`src/sv/fwl_pkg.sv`:
```
// Shared types and constants of the per-client fixed window limiter.
`timescale 1ns / 1ps
`default_nettype none

package fwl_pkg;

	// Width of the configuration register index.
	localparam int CFG_IDX_W = 1;

	// Configuration register indexes.
	localparam logic [CFG_IDX_W-1:0] REG_REQ_LIMIT = 1'd0;
	localparam logic [CFG_IDX_W-1:0] REG_WIN_LEN   = 1'd1;

	// Reset values of the configuration registers.
	localparam logic [15:0] REQ_LIMIT_RST = 16'd100;
	localparam logic [15:0] WIN_LEN_RST   = 16'd60;

	// Count given to a fresh window and the saturation ceiling.
	localparam logic [15:0] COUNT_ONE = 16'd1;
	localparam logic [15:0] COUNT_MAX = 16'hFFFF;

	// One request word as it travels from the front queue to the back end.
	typedef struct packed {
		logic [63:0] addr_hi;
		logic [63:0] addr_lo;
		logic [31:0] now;
	} req_t;

	// Per-client window state held in the back end memory.
	typedef struct packed {
		logic [31:0] win_start;
		logic [15:0] count;
	} entry_t;

	// Back end sequencer states.
	typedef enum logic [1:0] {
		ST_IDLE,
		ST_ENCODE,
		ST_UPDATE
	} back_state_t;

endpackage

`default_nettype wire

```
`src/sv/fwl_front.sv`:
```
// Front end: accepts request words and holds them in a two-word queue.
`timescale 1ns / 1ps
`default_nettype none

module fwl_front (
	input  wire logic          clk,
	input  wire logic          arst_n,
	input  wire logic          start,
	output logic               busy,
	input  wire fwl_pkg::req_t in_req,
	output logic               head_valid,
	output fwl_pkg::req_t      head,
	input  wire logic          pop
);

	localparam int QDEPTH = 2;
	localparam int PTR_W  = 1;
	localparam int CNT_W  = 2;

	fwl_pkg::req_t      slot_q [QDEPTH];
	logic [PTR_W-1:0]   wr_ptr_q;
	logic [PTR_W-1:0]   rd_ptr_q;
	logic [CNT_W-1:0]   cnt_q;
	logic               push;
	logic               take;

	// Handshake on both sides of the queue.
	assign busy       = (cnt_q == CNT_W'(QDEPTH));
	assign push       = start && !busy;
	assign head_valid = (cnt_q != '0);
	assign head       = slot_q[rd_ptr_q];
	assign take       = pop && head_valid;

	// Pointers and fill level.
	always_ff @(posedge clk or negedge arst_n) begin
		if (!arst_n) begin
			wr_ptr_q <= '0;
			rd_ptr_q <= '0;
			cnt_q    <= '0;
		end else begin
			if (push) begin
				wr_ptr_q <= wr_ptr_q + 1'b1;
			end
			if (take) begin
				rd_ptr_q <= rd_ptr_q + 1'b1;
			end
			if (push && !take) begin
				cnt_q <= cnt_q + 1'b1;
			end else if (take && !push) begin
				cnt_q <= cnt_q - 1'b1;
			end
		end
	end

	// Queue storage needs no reset.
	always_ff @(posedge clk) begin
		if (push) begin
			slot_q[wr_ptr_q] <= in_req;
		end
	end

endmodule

`default_nettype wire

```
`config.mk`:
```
export PLATFORM = sky130hd
export DESIGN_NAME = fwl_front
export DESIGN_NICKNAME = d
export VERILOG_FILES = /design/src/sv/fwl_pkg.sv /design/src/sv/fwl_front.sv
export SDC_FILE = /design/constraint.sdc
export NUM_CORES = 1
export LEC_CHECK = 0
export ABC_AREA = 1
export BUFFER_PORTS_ARGS = -buffer_cell sky130_fd_sc_hd__buf_2
export CAP_MARGIN = 15
export CORE_MARGIN = 2
export CORE_UTILIZATION = 47
export CTS_CLUSTER_SIZE = 10
export DETAILED_ROUTE_END_ITERATION = 8
export PLACE_DENSITY = 0.76
export SLEW_MARGIN = 20
export SYNTH_ARGS = -nofsm -noshare
export SYNTH_HDL_FRONTEND = slang
export SYNTH_SLANG_ARGS = --single-unit
```
`constraint.sdc`:
```
create_clock -name clk -period 7.5 [get_ports clk]
set_clock_uncertainty 0.2 [all_clocks]
set_input_delay 0.75 -clock clk [delete_from_list [all_inputs] [get_ports clk]]
set_output_delay 0.75 -clock clk [all_outputs]
set_load 0.05 [all_outputs]
```
; ---- Word level (Yosys, flattened, before mapping)
; Memory sizes are Yosys's and may differ from the RTL's.
; Index checks and enable logic that the tools add are counted.
[op_classes]
eq_ne = 1
n_reduce_logical = 9
n_addsub = 4
n_mul = 0
muxes = 4
div_mod_pow = 0
magnitude_cmp = 0
n_shift = 0
bitwise = 0
[ops]
columns = cell, n
row1 = 1-bit logical AND, 4
row2 = 2-bit two-way mux, 2
row3 = 2-bit nonzero test, 2
row4 = 1-bit logical NOT, 3
row5 = "1-bit adder, second input constant", 2
row6 = "2-bit by 1-bit adder with 2-bit output, second input constant", 1
row7 = "2-bit equality test, second input constant", 1
row8 = 1-bit two-way mux, 2
row9 = "2-bit by 1-bit subtractor with 2-bit output, second input constant", 1
[word_totals]
reg_bits = 4
mem_count = 1
word_cells = 22
rom_bits = 0
latchBits = 0
ramBits = 320
out_inout_bits = 162
in_bits = 164
[mem_list]
columns = name, words, word_bits, read_ports, rd_ports_with_merged_regs, write_ports, line
row1 = slot_q, 2, 160, 1, 0, 1, fwl_front.sv:20  ; fwl_pkg::req_t slot_q [QDEPTH];

; ---- Depth between registers and ports, before layout
; Gate-level depths: netlist of run 1.
[logic_depth]
word_depth = 7
ltp_mapped = 9
depth_no_buf = 9

; ---- Worst setup path before layout of run 1
; No wires, ideal clock.
[synth_timing]
kind = input to register
start = input start
end = memory slot_q[1][0] in the netlist's numbering (enable)
path_buffers = 0
path_stages = 2
t_required_ps = 6618
t_arrival_ps = 7494
path_slack_ps = -876
setup_time_ps = 682
cell_sequence = o21ai_0 > nor2_1
[synth_via]
elab_chain_len = 3
[synth_lines]
columns = item, line
row1 = from (decl), fwl_front.sv:8  ; input wire logic start,
row2 = 1-bit logical AND, fwl_front.sv:29  ; assign push = start && !busy;
row3 = 1-bit two-way mux, fwl_front.sv:57  ; if (push) begin
row4 = 1-bit two-way mux (not written as such), fwl_front.sv:58  ; slot_q[wr_ptr_q] <= in_req;
row5 = to (decl), fwl_front.sv:20
; No other way between the ends.

==> results of run 1 <==
==> cells in the final DEF, fill, tap and decap left out <==
cell type,synthesis,routed
clkbuf_16,0,41
clkbuf_8,0,1
nand3_1,2,2
inv_6,0,1
dfrtp_1,4,3
xnor2_1,1,1
nor2_4,0,1
o21ai_0,1,1
nand4_1,1,1
buf_4,3,6
dlygate4sd3_1,0,1
inv_4,1,1
buf_2,22,325
edfxtp_1,320,320
ha_1,1,1
dfrtp_4,0,1
diode_2,0,1
clkbuf_1,0,9
nor2_1,3,2
nand2_1,491,491
inv_1,7,6
==> sequential cells by signal, summed over array words and instances (netlist names) <==
name / count
slot_q: 320
cnt_q: 2
rd_ptr_q: 1
wr_ptr_q: 1
==> cell families (layout without fill, tap and decap cells) <==
logic type | Yosys count | count (layout) | share of synthesized area, %
flops | 324 | 324 | 81.7
fa+ha+maj | 1 | 1 | 0.105
xor+xnor | 1 | 1 | 0.0737
compound gates | 1 | 1 | 0.0421
simple gates | 497 | 497 | 15.7
buf+inv | 43 | 391 | 2.34
other cells | 0 | 1 | 0
==> worst max-delay path, delay by kind of cell (launching register included) <==
kind	cells	cell delay [ns]
buf+inv	3	1.69
flops	1	0.63
simple gates	2	0.26
==> Yosys cell counts (all sizes together) <==
library cell	count	area share (%)
o21ai	1	0.042
edfxtp	320	81
ha	1	0.11
nand3	2	0.084
buf	35	2.1
dfrtp	4	0.84
nand4	1	0.053
nor2	3	0.095
inv	8	0.27
xnor2	1	0.074
nand2	491	16
==> power by group through the flow <==
stage	Combinational [mW]	Sequential (mW)	Clock (mW)
4_1_cts	3.20	2.60	1.65
6_report	3.16	2.59	1.61
5_1_grt	3.36	2.63	1.71
3_3_place_gp	3.17	2.61	0
2_1_floorplan	2.50	2.63	0
3_5_place_dp	3.18	2.63	0
==> how the worst min path moves through the flow <==
stage | from | endpoint | depth (start not counted)
3_3_place_gp | cnt_q[1] | cnt_q[1] | 2
6_report | in_req[149] | slot_q[0][149] | 1
4_1_cts | in_req[10] | slot_q[1][10] | 1
2_1_floorplan | cnt_q[1] | cnt_q[1] | 2
3_5_place_dp | wr_ptr_q | wr_ptr_q | 2
5_1_grt | in_req[72] | slot_q[0][72] | 1
==> cell type report <==
type / count / area, um^2 / area share [%]
Antenna cell: 1 / 2.50 / 0.0169
Clock buffer: 51 / 1070 / 7.24
Inverter: 8 / 37.5 / 0.253
Multi-Input combinational cell: 500 / 1900 / 12.8
Sequential cell: 324 / 9710 / 65.5
Tap cell: 330 / 413 / 2.79
Timing Repair Buffer: 332 / 1680 / 11.3
==> routing by layer <==
metal / part of all wire, % / track usage [%]
met1: 37 / 20.8
met4: 3.2 / 6.92
met2: 50 / 31.6
met3: 9.3 / 6.25
met5: 0.15 / 0
==> timing repair <==
action / CTS / global route
endpoints found under the hold margin: 4 / 0
setup buffers: 0 / 0
endpoints found under the setup margin: 0 / 0
hold buffers: 1 / 0
==> results.sh, run 1 <==
export IMPL_status="finished clean"
export IMPL_drc_errors=0
export IMPL_cts_buffer_depth=3
export IMPL_syn_inst=867
export IMPL_maxSlewHeadroom_pct=29.3
export IMPL_first_pass_iters=5
export IMPL_clock_latency_ns=0.50
export IMPL_cp_required_ns=6.55
export IMPL_min_period_ns=4.21
export IMPL_num_vias=7483
export IMPL_wl_um=25100
export IMPL_wl_per_cell_um=16.2
export IMPL_place_hpwl_um=15800
export IMPL_hp_class="in -> reg"
export IMPL_cts_inserted_buffers=38
export IMPL_worst_ep_arrival_time_ns=3.26
export IMPL_clkTransAtPathRegs_ns=0.06
export IMPL_dieArea_um2=26600
export IMPL_leakagePower_nw=6.39
export IMPL_setup_ws_ns=3.29
export IMPL_drtIter0Drc=553
export IMPL_holdWs_ns=0.230
export IMPL_max_freq_mhz=238
export IMPL_syn_mean_instance_area_um2=13.7
export IMPL_p_sw_mw=3.34
export IMPL_powerDensity_nw_per_um2=497
export IMPL_postPlaceCellArea_um2=13700
export IMPL_cts_tree="yes"
export IMPL_drive_gt1_share_pct=31.0
export IMPL_r2r_cells=6
export IMPL_die_h_um=163
export IMPL_cts_root_buffer="clkbuf_16"
export IMPL_gp_congestion=0.760
export IMPL_ioPinCount=326
export IMPL_fin_tns_setup_ns=0
export IMPL_clock_sinks=324
export IMPL_seq_area_frac_synth_pct=81.7
export IMPL_rsz0062_at_grt="no"
export IMPL_grt_max_degree=94
export IMPL_post_cts_resized=0
export IMPL_p_total_mw=7.36
export IMPL_combPwrFrac_pct=42.9
export IMPL_seq_power_share_pct=35.2
export IMPL_r2r_end="slot_q[0][134]"
export IMPL_nFillCells=1995
export IMPL_ir_worst_vdd_uv=317
export IMPL_cp_cell_sequence="inv_4 > buf_4 > nand2_1 > nand2_1 > buf_2"
export IMPL_finish_utilization_pct=59.2
export IMPL_synthesis_area_um2=11900
export IMPL_antenna_found_initial=4
export IMPL_htree_levels=2
export IMPL_via_per_inst=4.84
export IMPL_yosys_warnings=0
export IMPL_switching_share_pct=45.4
export IMPL_startpoint_type="flip-flop"
export IMPL_rows=58
export IMPL_ys_types=14
export IMPL_clkPwrFrac_pct=21.8
export IMPL_finalHoldViolations=0
export IMPL_syn_nets=1032
export IMPL_overflow=0
export IMPL_maxCapViolCount=0
export IMPL_grtUsageTotal_pct=18.2
export IMPL_drtAntennaViolNets=0
export IMPL_maxSlewViolCount=0
export IMPL_p_int_mw=4.02
export IMPL_placed_cells=1493
export IMPL_tightestPinTransition_ns=1.06
export IMPL_final_cell_area_um2=14800
export IMPL_grt_pass1_wl_um=37600
export IMPL_area_growth_pct=24.8
export IMPL_period_share_pct=56.1
export IMPL_crit_end="head[101]"
export IMPL_nets=1369
export IMPL_ys_seq_elements=324
export IMPL_crit_path_frequent_cell="nand2_1"
export IMPL_crit_path_top_delay_cell="buf_4"
export IMPL_regToRegStartpoint="cnt_q[1]"
export IMPL_endpoint_kind="output port"
export IMPL_max_stage_delay_ns=0.83
export IMPL_startpoint="rd_ptr_q"
export IMPL_critPathKind="reg -> out"
export IMPL_dpl_worst_slack_ns=3.78
export IMPL_die_w_um=163
export IMPL_grt_pass1_vias=7431
export IMPL_worstPathMaxFanout=91
export IMPL_setup_viol=0
export IMPL_design_core_area_um2=25000
export IMPL_fin_cells=1546
export IMPL_initial_core_util_pct=47.5
export IMPL_port_buffers=325
export IMPL_r2r_slack_ns=4.41
No activity file was read; power rests on OpenSTA's default activity.
==> run 2: changes to the inputs <==
- CORE_UTILIZATION: 47 -> 52
- PLACE_DENSITY: 0.76 -> 0.79
- clock period: 7.5 -> 4.1 ns (I/O delays scaled with it)
==> run 2 against run 1 <==
Against the previous run: worst hold slack got worse by 0.17 ns; largest cell class unchanged; count of clock-buffer cells in the layout fell by 7; first-iteration DRC count increased by 22%; sequential share of layout area is 6.5 points lower; critical endpoint is now head[148]; core utilization up 14 points; largest power group unchanged; critical path type unchanged; register-to-register slack worse by 2.7 ns.
==> results.sh, run 2 (synthesis results as in run 1) <==
export IMPL_grtUsageTotal_pct=24.6
export IMPL_grt_pass1_vias=8928
export IMPL_endpoint_kind="output port"
export IMPL_overflow=0
export IMPL_register_area_um2=9710
export IMPL_wl_per_cell_um=18.4
export IMPL_clkTransAtPathRegs_ns=0.06
export IMPL_rsz0062_at_grt="no"
export IMPL_multi_input_area_um2=1910
export IMPL_clock_latency_ns=0.50
export IMPL_drtAntennaViolNets=0
export IMPL_regMostFlops="slot_q"
export IMPL_leakagePower_nw=7.09
export IMPL_powerDensity_nw_per_um2=840
export IMPL_worst_ep_arrival_time_ns=2.45
export IMPL_htree_levels=2
export IMPL_cts_buffer_depth=3
export IMPL_ioPinCount=326
export IMPL_drive_gt1_share_pct=27.8
export IMPL_finalHoldViolations=0
export IMPL_cp_depth=5
export IMPL_clkPwrFrac_pct=21.2
export IMPL_worstPathMaxFanout=72
export IMPL_cp_required_ns=3.49
export IMPL_rows=55
export IMPL_postPlaceCellArea_um2=13800
export IMPL_first_pass_iters=7
export IMPL_finish_utilization_pct=73.1
export IMPL_die_w_um=155
export IMPL_regToRegStartpoint="cnt_q[1]"
export IMPL_post_cts_setup_buffers=0
export IMPL_drtIter0Drc=672
export IMPL_gp_congestion=0.744
export IMPL_status="finished clean"
export IMPL_path_buf_inv=3
export IMPL_final_cell_area_um2=16500
export IMPL_cts_tree="yes"
export IMPL_antenna_found_initial=4
export IMPL_maxSlewViolCount=0
export IMPL_post_cts_resized=0
export IMPL_crit_path_frequent_cell="nand2_1"
export IMPL_drc_errors=0
export IMPL_postCtsHoldBufs=162
export IMPL_p_total_mw=13.8
export IMPL_min_period_ns=3.06
export IMPL_maxCapViolCount=0
export IMPL_port_buffers=325
export IMPL_dieArea_um2=24100
export IMPL_ir_worst_vdd_uv=568
export IMPL_num_vias=8520
export IMPL_layout_common_cells="nand2_1 (491), buf_2 (325), edfxtp_1 (320)"
export IMPL_crit_family="buffers and inverters"
export IMPL_hp_class="in -> async"
export IMPL_r2r_slack_ns=1.75
export IMPL_period_share_pct=74.7
export IMPL_place_hpwl_um=15900
export IMPL_combPwrFrac_pct=44.6
export IMPL_initial_core_util_pct=52.8
export IMPL_startpoint_type="flip-flop"
export IMPL_cts_inserted_buffers=38
export IMPL_p_int_mw=7.48
export IMPL_largestRegisters="slot_q x320, cnt_q x2"
export IMPL_nFillCells=1324
export IMPL_largest_reg_flops=320
export IMPL_cts_root_buffer="clkbuf_16"
export IMPL_r2r_cells=6
export IMPL_die_h_um=155
export IMPL_final_common_cell="nand2_1"
export IMPL_p_sw_mw=6.34
export IMPL_switching_share_pct=45.9
export IMPL_maxSlewHeadroom_pct=31.9
export IMPL_grt_max_degree=162
export IMPL_nets=1534
export IMPL_grt_pass1_wl_um=45700
export IMPL_max_stage_delay_ns=0.58
export IMPL_r2r_end="slot_q[0][90]"
export IMPL_tightestPinTransition_ns=1.02
export IMPL_cp_cell_sequence="inv_4 > buf_4 > nand2_1 > nand2_1 > buf_2"
export IMPL_design_core_area_um2=22500
export IMPL_via_per_inst=5.12
export IMPL_critPathKind="reg -> out"
export IMPL_holdWs_ns=0.0619
export IMPL_seq_power_share_pct=34.2
export IMPL_crit_path_top_delay_cell="inv_4"
export IMPL_fin_tns_setup_ns=0
export IMPL_clock_sinks=324
export IMPL_setup_viol=0
export IMPL_max_freq_mhz=327
export IMPL_wl_um=30600
export IMPL_area_growth_pct=38.4
[run 2: cell types whose count changed in the layout (fill, tap and decap cells not counted), sizes merged]
cell	change
diode	+3
clkinv	+1
inv	-1
buf	+4
clkinvlp	+1
dlygate4sd3	+161
clkbuf	-7
[run 2: final cells by class]
| type | count | area share [%] |
|---|---|---|
| flip-flops and latches | 324 | 59.0 |
| well taps | 285 | 2.17 |
| repair buffers | 497 | 20.6 |
| clock buffers | 44 | 6.31 |
| diodes | 4 | 0.0608 |
| multi-input cells | 500 | 11.6 |
| inverters | 8 | 0.221 |
| clock inverters | 1 | 0.0304 |
[run 2: per-stage QoR]
stage / setup WS [ns] / instances
3_5_place_dp: 1.56 / 1452
4_1_cts: 1.02 / 1659
2_1_floorplan: 0.00280 / 867
6_report: 1.04 / 1663
3_3_place_gp: 1.58 / 1452
5_1_grt: 0.910 / 1662
[run 2: worst max-delay path by stage]
stage	startpoint	endpoint	slack [ns]
final	rd_ptr_q	head[148]	1.04
after global routing	rd_ptr_q	head[148]	0.91
after CTS	rd_ptr_q	head[72]	1.02
after detailed placement	rd_ptr_q	head[72]	1.56
after global placement	rd_ptr_q	head[26]	1.58
after floorplan	cnt_q[0]	slot_q[0][0]	0.003
[run 2: routing by layer]
layer	up-vias	wire length, um	global-route usage, %
li1	3924	-	-
met1	4075	10900	27.9
met2	445	15900	44.7
met3	76	2820	7.19
met4	0	932	8.52
met5	-	0	0
[run 2: power by group through the flow]
stage	logic (mW)	registers [mW]	clock network [mW]
5_1_grt	6.51	4.77	3.09
4_1_cts	6.11	4.70	2.94
3_5_place_dp	5.96	4.76	0
2_1_floorplan	4.58	4.77	0
3_3_place_gp	5.91	4.72	0
6_report	6.17	4.73	2.92
[run 2: worst reg2reg max path: cells and delay by family (launching register included)]
family	cells	cell delay, ns
buf+inv	3	0.99
flops	1	0.38
simple gates	3	0.31
